File: src/hw/rtl/spa_pkg.sv
// Shared types, codes and defaults of the slot pool allocator.
package spa_pkg;

    localparam int SPA_NUM_BANKS = 8;
    localparam int SPA_SLOTS     = 64;

    typedef enum logic [1:0] {
        OP_ALLOC = 2'd0,
        OP_FREE  = 2'd1,
        OP_QUERY = 2'd2,
        OP_CLEAR = 2'd3
    } spa_op_t;

    typedef enum logic [1:0] {
        STAT_OK           = 2'd0,
        STAT_NO_SPACE     = 2'd1,
        STAT_BOGUS        = 2'd2,
        STAT_ALREADY_FREE = 2'd3
    } spa_status_t;

    localparam logic [1:0] REG_SLOTS_PER_PUDDLE = 2'd0;
    localparam logic [1:0] REG_NEVER_FREE       = 2'd1;

    typedef enum logic [1:0] {
        BK_IDLE = 2'd0,
        BK_EXEC = 2'd1,
        BK_POP  = 2'd2,
        BK_WAIT = 2'd3
    } spa_bk_state_t;

    typedef struct packed {
        spa_op_t    op;
        logic [2:0] puddle_index;
        logic [5:0] slot_index;
    } spa_cmd_t;

    typedef struct packed {
        logic [9:0]  total_used;
        logic        is_allocated;
        logic [5:0]  granted_slot;
        logic [2:0]  granted_puddle;
        spa_status_t status;
    } spa_result_t;

    typedef struct packed {
        logic     valid;
        spa_cmd_t cmd;
    } spa_queue_out_t;

endpackage

File: src/hw/rtl/spa_front.sv
// Front end: accepts items, decodes the operation and queues up to two commands.
module spa_front
    import spa_pkg::*;
    (
        input  logic           clk,
        input  logic           rst_n,
        input  logic           in_valid,
        output logic           in_ready,
        input  logic [15:0]    in_data,
        output spa_queue_out_t q_out,
        input  logic           q_ready
    );

    spa_cmd_t    entry_reg [2];
    logic        wr_ptr_reg, wr_ptr_next;
    logic        rd_ptr_reg, rd_ptr_next;
    logic [1:0]  count_reg, count_next;
    spa_cmd_t    dec;
    logic        push, pop;

    always_comb
    begin
        dec.op           = spa_op_t'(in_data[1:0]);
        dec.puddle_index = in_data[4:2];
        dec.slot_index   = in_data[10:5];
    end

    assign in_ready  = (count_reg != 2'd2);
    assign push      = in_valid && in_ready;
    assign q_out.valid = (count_reg != 2'd0);
    assign q_out.cmd   = entry_reg[rd_ptr_reg];
    assign pop       = q_out.valid && q_ready;

    always_comb
    begin
        wr_ptr_next = wr_ptr_reg ^ push;
        rd_ptr_next = rd_ptr_reg ^ pop;
        count_next  = count_reg + {1'b0, push} - {1'b0, pop};
    end

    always_ff @(posedge clk or negedge rst_n)
    begin
        if (!rst_n)
        begin
            wr_ptr_reg <= 1'b0;
            rd_ptr_reg <= 1'b0;
            count_reg  <= 2'd0;
        end
        else
        begin
            wr_ptr_reg <= wr_ptr_next;
            rd_ptr_reg <= rd_ptr_next;
            count_reg  <= count_next;
        end
    end

    always_ff @(posedge clk)
    begin
        if (push)
        begin
            entry_reg[wr_ptr_reg] <= dec;
        end
    end

endmodule

File: config.mk
export PLATFORM = sky130hd
export DESIGN_NAME = spa_front
export DESIGN_NICKNAME = d
export VERILOG_FILES = /design/src/hw/rtl/spa_pkg.sv /design/src/hw/rtl/spa_front.sv
export SDC_FILE = /design/constraint.sdc
export NUM_CORES = 1
export LEC_CHECK = 0
export ABC_AREA = 1
export BUFFER_PORTS_ARGS = -buffer_cell sky130_fd_sc_hd__buf_2
export CORE_MARGIN = 5
export CORE_UTILIZATION = 48
export CTS_CLUSTER_DIAMETER = 60
export DETAILED_ROUTE_END_ITERATION = 7
export PLACE_DENSITY = 0.86
export SYNTH_ARGS = -nofsm -noshare
export SYNTH_HDL_FRONTEND = slang
export SYNTH_SLANG_ARGS = --single-unit
File: constraint.sdc
create_clock -name clk -period 1.9 [get_ports clk]
set_clock_uncertainty 0.2 [all_clocks]
set_input_delay 0.095 -clock clk [delete_from_list [all_inputs] [get_ports clk]]
set_output_delay 0.095 -clock clk [all_outputs]
set_load 0.005 [all_outputs]
==> metrics.cfg <==
[synth]
yosys-top-cells-area=edfxtp_1 (64%), nand2_1 (15%), dfrtp_1 (9.7%), inv_1 (2.9%), ha_1 (2.4%)
yosysWarnings=0
async_flop_share_pct=15.38
synth_nets=111
synth.avg_cell_area_um2=11.60
synth_top_area_share_pct=64.00
syn_area_mm2=0.001032
yosysTopAreaCell=edfxtp_1
synth_seq_cells=26
muxShareOfSynthArea_pct=0
dominantRegCellSynth=edfxtp_1
synth_top_family_by_area=simple AND/OR/NAND/NOR gates
synth_compound_area_share_pct=0.4848
synth_common_cells=nand2_1 (41), edfxtp_1 (22), inv_1 (8), dfrtp_1 (4)
synth_edf_count=22
ys_types=13
synth_most_common_cell=nand2_1
synth_seq_area_share_pct=73.70
yosys.area_share.adder_pct=2.424
synth-simple-area-share_pct=17.94
synth-xor-area-share_pct=0.8485
syn_inst=89

[power_and_ir_drop]
pwr-share-clk_pct=15.1
p_sw_share_pct=34.24
powerDensity_mw_per_mm2=1283
power_leakage_uw=0.0006536
peakVddDrop_uv=767.2
p_int_uw=1175
p_sw_uw=612.0
power_frac_comb_pct=35.4
pwr-share-seq_pct=49.4

[global_route]
grtUsageTotal_pct=13.71
grt_overflow=0
grt_pass1_wl_um=3339
grt_max_degree=15
grt_pass1_vias=796
antenna_found_initial=0

[worst_setup_path]
worstSetupStartpointType=flop
r2r_slack_ns=0.21
reg2reg_from=count_reg[1]$_DFF_PN0_
crit_path_end=q_out[10]
cp.arrival_ns=1.44
rr_worst_depth=4
required_ns=1.60
end_kind=output pin
startpoint=rd_ptr_reg$_DFF_PN0_
critical_path_class=reg -> out
r2r_end=entry_reg[0][1]$_DFFE_PP_
crit_path_max_fanout=12

[cells_and_area]
fin_util_pct=69.56
n_fill_cell=148
n_antenna_cell=0
largest_reg_flops=22
final_nets=158
syn_to_final_growth_pct=34.91
drive_gt1_share_pct=28.15
finish.instance_area_mm2=0.001393

[die]
dieArea_mm2=0.003178
ios=33
chipHeight_um=56.38
die_w_um=56.38
coreArea_mm2=0.002002
row_count=16
start_util_pct=51.56

[clocking]
cts_hold_buf=15
postCtsSetupBuffers=0
clk_path_buf_depth=2
cts_tree=built
clkSinkCount=26
cts_root_buf=clkbuf_4
cts_buffers=3
clk_latency_ns=0.32
htree_levels=1
clkTransAtPathRegs_ns=0.13
post_cts_resized=0

[timing]
setup_viol=0
tns_ns=0
finalCritPeriodShare_pct=91.13
worst_pin_slew_ns=0.5026
period_needed_ns=1.731
max_freq_mhz=577.6
rsz0062_at_grt=no
finalHoldWorstSlack_ns=0.2953
max-slew-margin-rel_pct=66.50
slew_viol_final=0
hold_viol=0

[detailed_routing]
drtPass1Iterations=4
route.vias.total=752
final_antenna_net_count=0
drcViolationCount=0
viasPerCell=4.642
wl_um=1962
wire_per_inst_um=12.11
drtIter0Drc=22

[worst_hold_path]
hp-class=in -> reg

[placed_design]
hpwl_um=1366
placed_cell_area_mm2=0.001206
numPortBuffers=27
gp_congestion=0.7256

[outcome]
status=finished, final reports clean

[run]
maxCapViolCount=0

[kinds of logic after synthesis]
| kind of cell | after synthesis |
|---|---|
| fa+ha+maj | 2 |
| xor+xnor | 1 |
| buf+inv | 12 |
| compound gates | 1 |
| simple gates | 47 |
| flops | 26 |
[metal layers]
metal,GRT usage [%],up-vias,share of wire (%)
met2,26.04,28,54
met3,3.670,4,6.4
met4,5.085,0,1.4
met1,14.16,343,38
li1,-,377,-
met5,0,-,0
[power by group through the flow]
| stage | Sequential, uW | Clock [uW] | Combinational (uW) |
|---|---|---|---|
| floorplan | 853 | 0 | 394 |
| global placement | 887 | 0 | 584 |
| detailed placement | 896 | 0 | 616 |
| CTS | 883 | 273 | 640 |
| global route | 904 | 300 | 731 |
| finish | 883 | 270 | 633 |
[layout make-up]
| cell class | instances | area, um2 | share of cell area, % |
|---|---|---|---|
| Sequential cell | 26 | 760.7 | 54.63 |
| Tap cell | 27 | 33.78 | 2.426 |
| Clock buffer | 4 | 36.28 | 2.606 |
| Inverter | 10 | 37.54 | 2.695 |
| Timing Repair Buffer | 44 | 300.3 | 21.56 |
| Multi-Input combinational cell | 51 | 224.0 | 16.08 |
[how the worst min path moves through the flow]
stage / startpoint / to / slack [ns] / cells after the start
floorplan: rst_n / count_reg[0]$_DFF_PN0_ / -0.40 / 0
detailed placement: rst_n / count_reg[1]$_DFF_PN0_ / -0.29 / 1
finish: in_data[1] / entry_reg[0][10]$_DFFE_PP_ / 0.30 / 2
CTS: in_data[1] / entry_reg[0][10]$_DFFE_PP_ / 0.28 / 2
global route: in_data[9] / entry_reg[0][4]$_DFFE_PP_ / 0.30 / 2
global placement: rst_n / count_reg[0]$_DFF_PN0_ / -0.30 / 1
[worst max-delay path: stages, from the launching register on]
cell and delay [ns]:
dfrtp_1 0.62, inv_2 0.21, nand2_1 0.10, nand2_1 0.06, buf_2 0.13
[stage by stage]
stage               total power, uW  worst slack [ns]  instances
floorplan                      1246            0.2556         89
global placement               1471            0.2550        143
detailed placement             1512            0.2131        143
CTS                            1796            0.1746        162
global route                   1935           0.04734        162
finish                         1787            0.1686        162
[layout by cell type, fill, tap and decap left out, drive strengths merged]
cell	synthesis	final
buf	2	29
clkbuf	0	4
dfrtp	4	4
dlygate4sd3	0	15
edfxtp	22	22
ha	2	2
inv	10	10
nand2	43	43
nand3	1	1
nor2	3	3
o21ai	1	1
xor2	1	1
(Power assumes the default switching activity.)
